$ cat src/rtl/utrd_pkg.sv
// utrd_pkg: shared types, constants and the digit glyph function
// for the unsigned to radix digits unit; no dependencies
package utrd_pkg;

  localparam int VALUE_W        = 64;
  localparam int RADIX_W        = 6;
  localparam int DIGIT_W        = 6;
  localparam int CHAR_W         = 7;
  localparam int COUNT_W        = 7;
  localparam int MAX_DIGITS_DEF = 64;

  localparam logic [RADIX_W-1:0] RADIX_MIN = 6'd2;
  localparam logic [RADIX_W-1:0] RADIX_MAX = 6'd36;
  localparam logic [DIGIT_W-1:0] DIGIT_TEN = 6'd10;
  localparam logic [CHAR_W-1:0]  CHAR_ZERO = 7'd48;
  localparam logic [CHAR_W-1:0]  CHAR_A    = 7'd65;

  typedef enum logic [2:0] {
    ST_IDLE,
    ST_CONV,
    ST_SKIP,
    ST_EMIT,
    ST_ERR
  } utrd_state_t;

  typedef struct packed {
    logic load;
    logic feed;
    logic shift;
    logic emit;
  } utrd_cmd_t;

  typedef struct packed {
    logic radix_ok;
    logic top_sig;
  } utrd_sts_t;

  function automatic logic [CHAR_W-1:0] glyph_of(input logic [DIGIT_W-1:0] d);
    logic [CHAR_W-1:0] g;
    if (d < DIGIT_TEN) begin
      g = CHAR_ZERO + CHAR_W'(d);
    end else begin
      g = CHAR_A + CHAR_W'(d - DIGIT_TEN);
    end
    return g;
  endfunction

endpackage

$ cat src/rtl/utrd_dp.sv
// utrd_dp: datapath, a skewed row of doubling digit cells plus the
// significance flags and the digit shift-out path; uses utrd_pkg
module utrd_dp #(
  parameter int MAX_DIGITS = utrd_pkg::MAX_DIGITS_DEF
) (
  input  logic                           clk,
  input  logic                           rst,
  input  utrd_pkg::utrd_cmd_t            cmd,
  input  logic [utrd_pkg::VALUE_W-1:0]   value,
  input  logic [utrd_pkg::RADIX_W-1:0]   radix,
  output utrd_pkg::utrd_sts_t            sts,
  output logic [utrd_pkg::CHAR_W-1:0]    digit_char
);
  import utrd_pkg::*;

  logic [VALUE_W-1:0]    vreg;
  logic [RADIX_W-1:0]    base;
  logic [DIGIT_W-1:0]    cells [MAX_DIGITS];
  logic [MAX_DIGITS-2:0] carry;
  logic [MAX_DIGITS-1:1] en;
  logic [MAX_DIGITS-1:0] sig;

  logic [MAX_DIGITS-1:0] act;
  logic [MAX_DIGITS-1:0] cin;
  logic [MAX_DIGITS-1:0] ge;
  logic [DIGIT_W:0]      sum [MAX_DIGITS];
  logic [DIGIT_W-1:0]    nxt [MAX_DIGITS];

  // cell i works on each value bit after cell i-1, through the registered en and carry flags
  always_comb begin
    act[0] = cmd.feed;
    cin[0] = vreg[VALUE_W-1];
    for (int i = 1; i < MAX_DIGITS; i++) begin
      act[i] = en[i];
      cin[i] = carry[i-1];
    end
    for (int i = 0; i < MAX_DIGITS; i++) begin
      sum[i] = {cells[i], cin[i]};
      ge[i]  = sum[i] >= {1'b0, base};
      nxt[i] = ge[i] ? DIGIT_W'(sum[i] - {1'b0, base}) : sum[i][DIGIT_W-1:0];
    end
  end

  always_ff @(posedge clk) begin
    if (rst || cmd.load) begin
      en <= '0;
    end else begin
      for (int i = 1; i < MAX_DIGITS; i++) begin
        en[i] <= act[i-1];
      end
    end
  end

  always_ff @(posedge clk) begin
    if (cmd.load) begin
      vreg  <= value;
      base  <= radix;
      carry <= '0;
      sig   <= MAX_DIGITS'(1);
      for (int i = 0; i < MAX_DIGITS; i++) begin
        cells[i] <= '0;
      end
    end else if (cmd.shift) begin
      cells[0] <= '0;
      for (int i = 1; i < MAX_DIGITS; i++) begin
        cells[i] <= cells[i-1];
      end
      sig <= {sig[MAX_DIGITS-2:0], 1'b0};
    end else begin
      if (cmd.feed) begin
        vreg <= {vreg[VALUE_W-2:0], 1'b0};
      end
      for (int i = 0; i < MAX_DIGITS; i++) begin
        if (act[i]) begin
          cells[i] <= nxt[i];
        end
      end
      for (int i = 0; i < MAX_DIGITS - 1; i++) begin
        carry[i] <= act[i] & ge[i];
      end
      // a carry into a cell means that digit is significant
      for (int i = 1; i < MAX_DIGITS; i++) begin
        sig[i] <= sig[i] | (act[i] & cin[i]);
      end
    end
  end

  assign sts.radix_ok = (radix >= RADIX_MIN) && (radix <= RADIX_MAX);
  assign sts.top_sig  = sig[MAX_DIGITS-1];
  assign digit_char   = cmd.emit ? glyph_of(cells[MAX_DIGITS-1]) : '0;

endmodule

$ cat src/rtl/utrd_ctrl.sv
// utrd_ctrl: controller state machine, sequences conversion, leading
// zero skip and digit emission; uses utrd_pkg
module utrd_ctrl #(
  parameter int MAX_DIGITS = utrd_pkg::MAX_DIGITS_DEF
) (
  input  logic                          clk,
  input  logic                          rst,
  input  logic                          start,
  input  utrd_pkg::utrd_sts_t           sts,
  output utrd_pkg::utrd_cmd_t           cmd,
  output logic                          busy,
  output logic                          strobe,
  output logic [utrd_pkg::COUNT_W-1:0]  digit_count,
  output logic                          last_digit,
  output logic                          bad_radix
);
  import utrd_pkg::*;

  localparam int CONV_LAST = VALUE_W + MAX_DIGITS - 2;
  localparam int TW        = $clog2(CONV_LAST + 1);
  localparam int KW        = $clog2(MAX_DIGITS);

  utrd_state_t        state, state_next;
  logic [TW-1:0]      tcnt, tcnt_next;
  logic [KW-1:0]      skips, skips_next;
  logic [KW-1:0]      ecnt, ecnt_next;
  logic [COUNT_W-1:0] count, count_next;

  always_ff @(posedge clk) begin
    if (rst) begin
      state <= ST_IDLE;
      tcnt  <= '0;
      skips <= '0;
      ecnt  <= '0;
      count <= '0;
    end else begin
      state <= state_next;
      tcnt  <= tcnt_next;
      skips <= skips_next;
      ecnt  <= ecnt_next;
      count <= count_next;
    end
  end

  always_comb begin
    state_next  = state;
    tcnt_next   = tcnt;
    skips_next  = skips;
    ecnt_next   = ecnt;
    count_next  = count;
    cmd         = '0;
    busy        = 1'b1;
    strobe      = 1'b0;
    digit_count = '0;
    last_digit  = 1'b0;
    bad_radix   = 1'b0;
    unique case (state)
      ST_IDLE: begin
        busy = 1'b0;
        if (start) begin
          cmd.load   = 1'b1;
          tcnt_next  = '0;
          skips_next = '0;
          ecnt_next  = '0;
          state_next = sts.radix_ok ? ST_CONV : ST_ERR;
        end
      end
      ST_CONV: begin
        cmd.feed  = tcnt < TW'(VALUE_W);
        tcnt_next = tcnt + TW'(1);
        if (tcnt == TW'(CONV_LAST)) begin
          state_next = ST_SKIP;
        end
      end
      ST_SKIP: begin
        if (sts.top_sig) begin
          count_next = COUNT_W'(MAX_DIGITS) - COUNT_W'(skips);
          state_next = ST_EMIT;
        end else begin
          cmd.shift  = 1'b1;
          skips_next = skips + KW'(1);
        end
      end
      ST_EMIT: begin
        strobe      = 1'b1;
        cmd.emit    = 1'b1;
        cmd.shift   = 1'b1;
        digit_count = count;
        last_digit  = COUNT_W'(ecnt) == (count - COUNT_W'(1));
        ecnt_next   = ecnt + KW'(1);
        if (last_digit) begin
          state_next = ST_IDLE;
        end
      end
      ST_ERR: begin
        strobe     = 1'b1;
        bad_radix  = 1'b1;
        state_next = ST_IDLE;
      end
      default: begin
        state_next = ST_IDLE;
      end
    endcase
  end

endmodule

$ cat src/rtl/unsigned_to_radix_digits_unit.sv
// unsigned_to_radix_digits_unit: one 64-bit value in, its digits in base 2..36 out
// as ascii, most significant first; a bad base gives one flagged transfer
// a valid item keeps busy high through the conversion in the skewed cell row,
// the leading zero skip and the shift-out of the digit row, up to its last digit;
// start is taken only while busy is low; a bad base keeps busy high for its
// flagged transfer; results cannot be stalled; rst is synchronous
module unsigned_to_radix_digits_unit #(
  parameter int MAX_DIGITS = utrd_pkg::MAX_DIGITS_DEF
) (
  input  logic                          clk,
  input  logic                          rst,
  input  logic                          start,
  output logic                          busy,
  input  logic [utrd_pkg::VALUE_W-1:0]  value,
  input  logic [utrd_pkg::RADIX_W-1:0]  radix,
  output logic                          strobe,
  output logic [utrd_pkg::CHAR_W-1:0]   digit_char,
  output logic [utrd_pkg::COUNT_W-1:0]  digit_count,
  output logic                          last_digit,
  output logic                          bad_radix
);
  import utrd_pkg::*;

  utrd_cmd_t cmd;
  utrd_sts_t sts;

  utrd_ctrl #(.MAX_DIGITS(MAX_DIGITS)) u_ctrl (
    .clk         (clk),
    .rst         (rst),
    .start       (start),
    .sts         (sts),
    .cmd         (cmd),
    .busy        (busy),
    .strobe      (strobe),
    .digit_count (digit_count),
    .last_digit  (last_digit),
    .bad_radix   (bad_radix)
  );

  utrd_dp #(.MAX_DIGITS(MAX_DIGITS)) u_dp (
    .clk        (clk),
    .rst        (rst),
    .cmd        (cmd),
    .value      (value),
    .radix      (radix),
    .sts        (sts),
    .digit_char (digit_char)
  );

endmodule

$ cat config.mk
export PLATFORM = sky130hd
export DESIGN_NAME = unsigned_to_radix_digits_unit
export DESIGN_NICKNAME = d
export VERILOG_FILES = /design/src/rtl/utrd_pkg.sv /design/src/rtl/utrd_dp.sv /design/src/rtl/utrd_ctrl.sv /design/src/rtl/unsigned_to_radix_digits_unit.sv
export SDC_FILE = /design/constraint.sdc
export NUM_CORES = 2
export LEC_CHECK = 0
export BUFFER_PORTS_ARGS = -buffer_cell sky130_fd_sc_hd__buf_4
export CORE_ASPECT_RATIO = 1.5
export CORE_MARGIN = 2
export CORE_UTILIZATION = 45
export DETAILED_ROUTE_END_ITERATION = 12
export GPL_TIMING_DRIVEN = 0
export PLACE_DENSITY = 0.69
export SETUP_SLACK_MARGIN = 0.1
export SYNTH_ARGS = -nofsm -noshare
export SYNTH_HDL_FRONTEND = slang
export SYNTH_HIERARCHICAL = 1
export SYNTH_SLANG_ARGS = --single-unit
$ cat constraint.sdc
create_clock -name clk -period 6.46 [get_ports clk]
set_clock_uncertainty 0.1 [all_clocks]
set_input_delay 0.646 -clock clk [delete_from_list [all_inputs] [get_ports clk]]
set_output_delay 0.646 -clock clk [all_outputs]
set_load 0.005 [all_outputs]
==> impl_metrics.toml <==
[pwr]
power_leakage_nw = 21.6
seq_power_share = 0.385
p_sw_frac = 0.334
p_int_mw = 9.24
net-switching-power_mw = 4.64
total_power_mw = 13.9
share_clk_of_total_power = 0.309
combinational_share_of_power = 0.306
ir_drop_worst_vdd_v = 0.000201
p_per_area_mw_per_mm2 = 261

[global_routing]
first_pass_grt_wire_length_mm = 211
maximum_number_of_pins_on_one_net_before_global_route_repair = 62
grtUsageTotal = 0.240
number_of_antenna_violations_at_the_first_check_in_global_routing = 0
grt_overflow = 0
grt_pass1_vias = 39500

[floorplan]
horizontal_extent_of_the_die_um = 270
boundaryPins = 91
row_count = 146
die-height_um = 403
starting_density_of_the_core = 0.453
die_area_mm2 = 0.109
floorplan.core_area_mm2 = 0.105

[timing]
timing_worst_slew_pin_value_ns = 1.25
max_clock_freq_mhz = 233
post-route-min-period_ns = 4.30
grt_setup_unrepaired = "no"
timing.final.hold_violations = 0
drv_slew = 0
fin_crit_sh = 0.666
finalSetupViolCount = 0
slew-limit-headroom = 0.162

[logic_synthesis]
syn_inst = 4823
synth_seq_area_share = 0.376
post_synth_instance_area_mm2 = 0.0478
synth.net_count = 5352
synthArstFlopShare = 0
postSynthAreaPerCell_um2 = 9.91
netlist-cell-type-count = 86
synth.ff_latch_count = 673
number_of_synthesized_flops_with_an_enable_pin = 448
dominantRegCellSynth = "sky130_fd_sc_hd__edfxtp_1"
yosys_warnings = 6

[worst_setup_path]
critical_path.startpoint_type = "register"
worst_ep_required_time_ns = 6.72
setup.worst_path.class = "register to register"
worstSetupEndpointType = "register"
worst-endpoint-arrival_ns = 4.56
cp_max_fo = 33

[cells_and_area]
layout.cells.non_filler = 6470
final_instance_area_mm2 = 0.0531
nNetsFinal = 5533
share_of_final_layout_standard_cells_stronger_than_drive_strength_1 = 0.0942
layout-area-overhead-vs-synth_pct = 11.1

[cts]
htreeDepth = 3
worstSkewPairLatency_ns = 0.67
count_of_clock_tree_sinks = 673
post_cts_resize_count = 0
cts_tree = "built"
cts_setup_buffers = 0
worst_path_clk_slew_ns = 0.06
holdBufCountCts = 0
clk_root_buffer_cell = "sky130_fd_sc_hd__clkbuf_16"
cts_made_buffers = 72
clock_path_buffers = 3

[drt]
drt.antenna.violating_nets = 0
drc_errors = 0
viasPerCell = 6.05
first_iter_violations = 2557
dr.pass1.iters = 6
route.final.wire_length_mm = 134
routed-via-count = 39200
avg_wl_per_cell_um = 20.7

[placed_design]
io_buffers = 90
placer_congestion = 0.901
post_dp_cell_area_mm2 = 0.0507
place_hpwl_mm = 97.7
placed_cells = 6336

[worst_hold_path]
hold_path.class = "input pin to register"

[run]
max-cap-violations = 0

[outcome]
outcome = "finished, final reports clean"
## synth_stat cells (23+ instances only)
cell | instances | area (um^2)
sky130_fd_sc_hd__a21oi_1 | 304 | 1520
sky130_fd_sc_hd__nor3_1 | 55 | 275
sky130_fd_sc_hd__o211ai_1 | 49 | 368
sky130_fd_sc_hd__fa_1 | 64 | 1280
sky130_fd_sc_hd__nor2b_1 | 75 | 469
sky130_fd_sc_hd__nand2b_1 | 62 | 388
sky130_fd_sc_hd__and3_1 | 36 | 225
sky130_fd_sc_hd__a41oi_1 | 37 | 324
sky130_fd_sc_hd__a21o_1 | 97 | 728
sky130_fd_sc_hd__o21ai_0 | 156 | 781
sky130_fd_sc_hd__mux2_2 | 64 | 721
sky130_fd_sc_hd__a31oi_4 | 37 | 787
sky130_fd_sc_hd__edfxtp_1 | 448 | 13500
sky130_fd_sc_hd__nor2_1 | 291 | 1090
sky130_fd_sc_hd__xor2_1 | 107 | 937
sky130_fd_sc_hd__o211a_1 | 27 | 270
sky130_fd_sc_hd__inv_1 | 200 | 751
sky130_fd_sc_hd__a31oi_1 | 56 | 350
sky130_fd_sc_hd__o21ai_1 | 241 | 1210
sky130_fd_sc_hd__mux2i_1 | 287 | 2870
sky130_fd_sc_hd__or3_1 | 112 | 701
sky130_fd_sc_hd__a31oi_2 | 33 | 413
sky130_fd_sc_hd__a32o_1 | 91 | 911
sky130_fd_sc_hd__nor4_1 | 23 | 144
sky130_fd_sc_hd__buf_2 | 54 | 270
sky130_fd_sc_hd__xnor2_1 | 80 | 701
sky130_fd_sc_hd__mux2_1 | 33 | 372
sky130_fd_sc_hd__nand2_1 | 476 | 1790
sky130_fd_sc_hd__dfxtp_1 | 225 | 4500
sky130_fd_sc_hd__a22o_1 | 47 | 412
sky130_fd_sc_hd__a211oi_1 | 48 | 360
sky130_fd_sc_hd__and2_1 | 103 | 644
sky130_fd_sc_hd__ha_1 | 392 | 4900
sky130_fd_sc_hd__nand3_1 | 104 | 521
sky130_fd_sc_hd__o2bb2a_1 | 36 | 360
sky130_fd_sc_hd__clkbuf_1 | 67 | 251
sky130_fd_sc_hd__nand3b_1 | 40 | 300
## power by group through the flow
stage | Sequential (mW) | Clock [mW] | Combinational, mW
after detailed placement | 5.43 | 0 | 4.19
after global routing | 5.38 | 4.53 | 4.66
after floorplan | 5.31 | 0 | 3.23
final | 5.35 | 4.29 | 4.24
after CTS | 5.34 | 4.37 | 4.22
after global placement | 5.46 | 0 | 4.01
## final timing paths
kind	startpoint	end	slack, ns	depth (start not counted)
setup / recovery	u_ctrl/state[0]	u_dp/vreg[43]	2.16	9
hold / removal	radix[4]	u_dp/base[4]	0.07	1
setup reg to reg	u_ctrl/state[0]	u_dp/vreg[43]	2.16	9
hold reg to reg	u_dp/carry[12]	u_dp/carry[12]	0.36	2
## kinds of logic (layout without fill, tap and decap cells)
family / Yosys count / in the layout / share of synthesized area
flops: 673 / 673 / 0.376
mux: 384 / 384 / 0.0830
xor+xnor: 187 / 187 / 0.0343
fa+ha+maj: 456 / 456 / 0.129
compound gates: 1355 / 1355 / 0.203
buf+inv: 334 / 574 / 0.0280
simple gates: 1434 / 1434 / 0.146
other cells: 0 / 1 / 0
## per-stage QoR
stage | worst slack [ns] | TNS [ns] | hold slack (ns) | utilization
detailed placement | 1.92 | 0 | 0.357 | 0.481
finish | 2.16 | 0 | 0.0702 | 0.504
floorplan | 0.0471 | 0 | 0.331 | -
global placement | -5.30 | -2251.22 | 0.341 | 0.477
global route | 1.96 | 0 | 0.0549 | 0.504
CTS | 2.17 | 0 | 0.0253 | 0.504
## routing by layer
layer	track usage	up-vias	wire, um
met3	0.0263	394	5770
met5	0	-	0
met1	0.260	19300	50700
li1	-	18500	-
met4	0.134	0	7330
met2	0.454	979	70400
## flip-flops by register name, indices dropped and copies added, names as in the netlist
signal	flops
u_ctrl/tcnt	7
u_dp/sig	64
u_ctrl/count	7
u_ctrl/state	3
u_dp/cells	384
u_dp/vreg	64
u_dp/base	6
u_ctrl/skips	6
u_dp/carry	63
u_dp/en	63
u_ctrl/ecnt	6
## final cells by class
type / instances / area (um^2)
fill: 9560 / 52300
sequential: 673 / 18000
buffer: 132 / 582
antenna: 1 / 2.50
multi-input combinational: 3816 / 28500
inverter: 202 / 776
clock inverter: 33 / 290
tap: 1406 / 1760
clock buffer: 100 / 2110
timing repair buffer: 107 / 1100
## worst max-delay path, stage by stage, from the launching register on
cell                      delay [ns]
sky130_fd_sc_hd__dfxtp_1        0.31
sky130_fd_sc_hd__buf_6          0.13
sky130_fd_sc_hd__or4b_4         0.51
sky130_fd_sc_hd__buf_6          0.16
sky130_fd_sc_hd__inv_2          0.24
sky130_fd_sc_hd__buf_2          0.41
sky130_fd_sc_hd__buf_2          0.37
sky130_fd_sc_hd__buf_1          0.69
sky130_fd_sc_hd__a21o_2         0.72
sky130_fd_sc_hd__buf_12         0.29
## cells in the final DEF, fill, tap and decap left out, drive strengths merged, types with 43 or more instances in the layout
cell type	instances
buf	172
mux2i	287
clkbuf	167
dfxtp	225
xnor2	80
and2	103
mux2	97
inv	213
a211oi	49
a21oi	305
a32o	92
a31oi	126
nand2b	62
nand3	104
nor2b	75
fa	64
or3	112
nor3	57
edfxtp	448
a22o	47
o211ai	49
ha	392
xor2	107
a21o	97
and3	43
nor2	293
nand2	477
o21ai	410
Power figures use the tool's default switching activity.
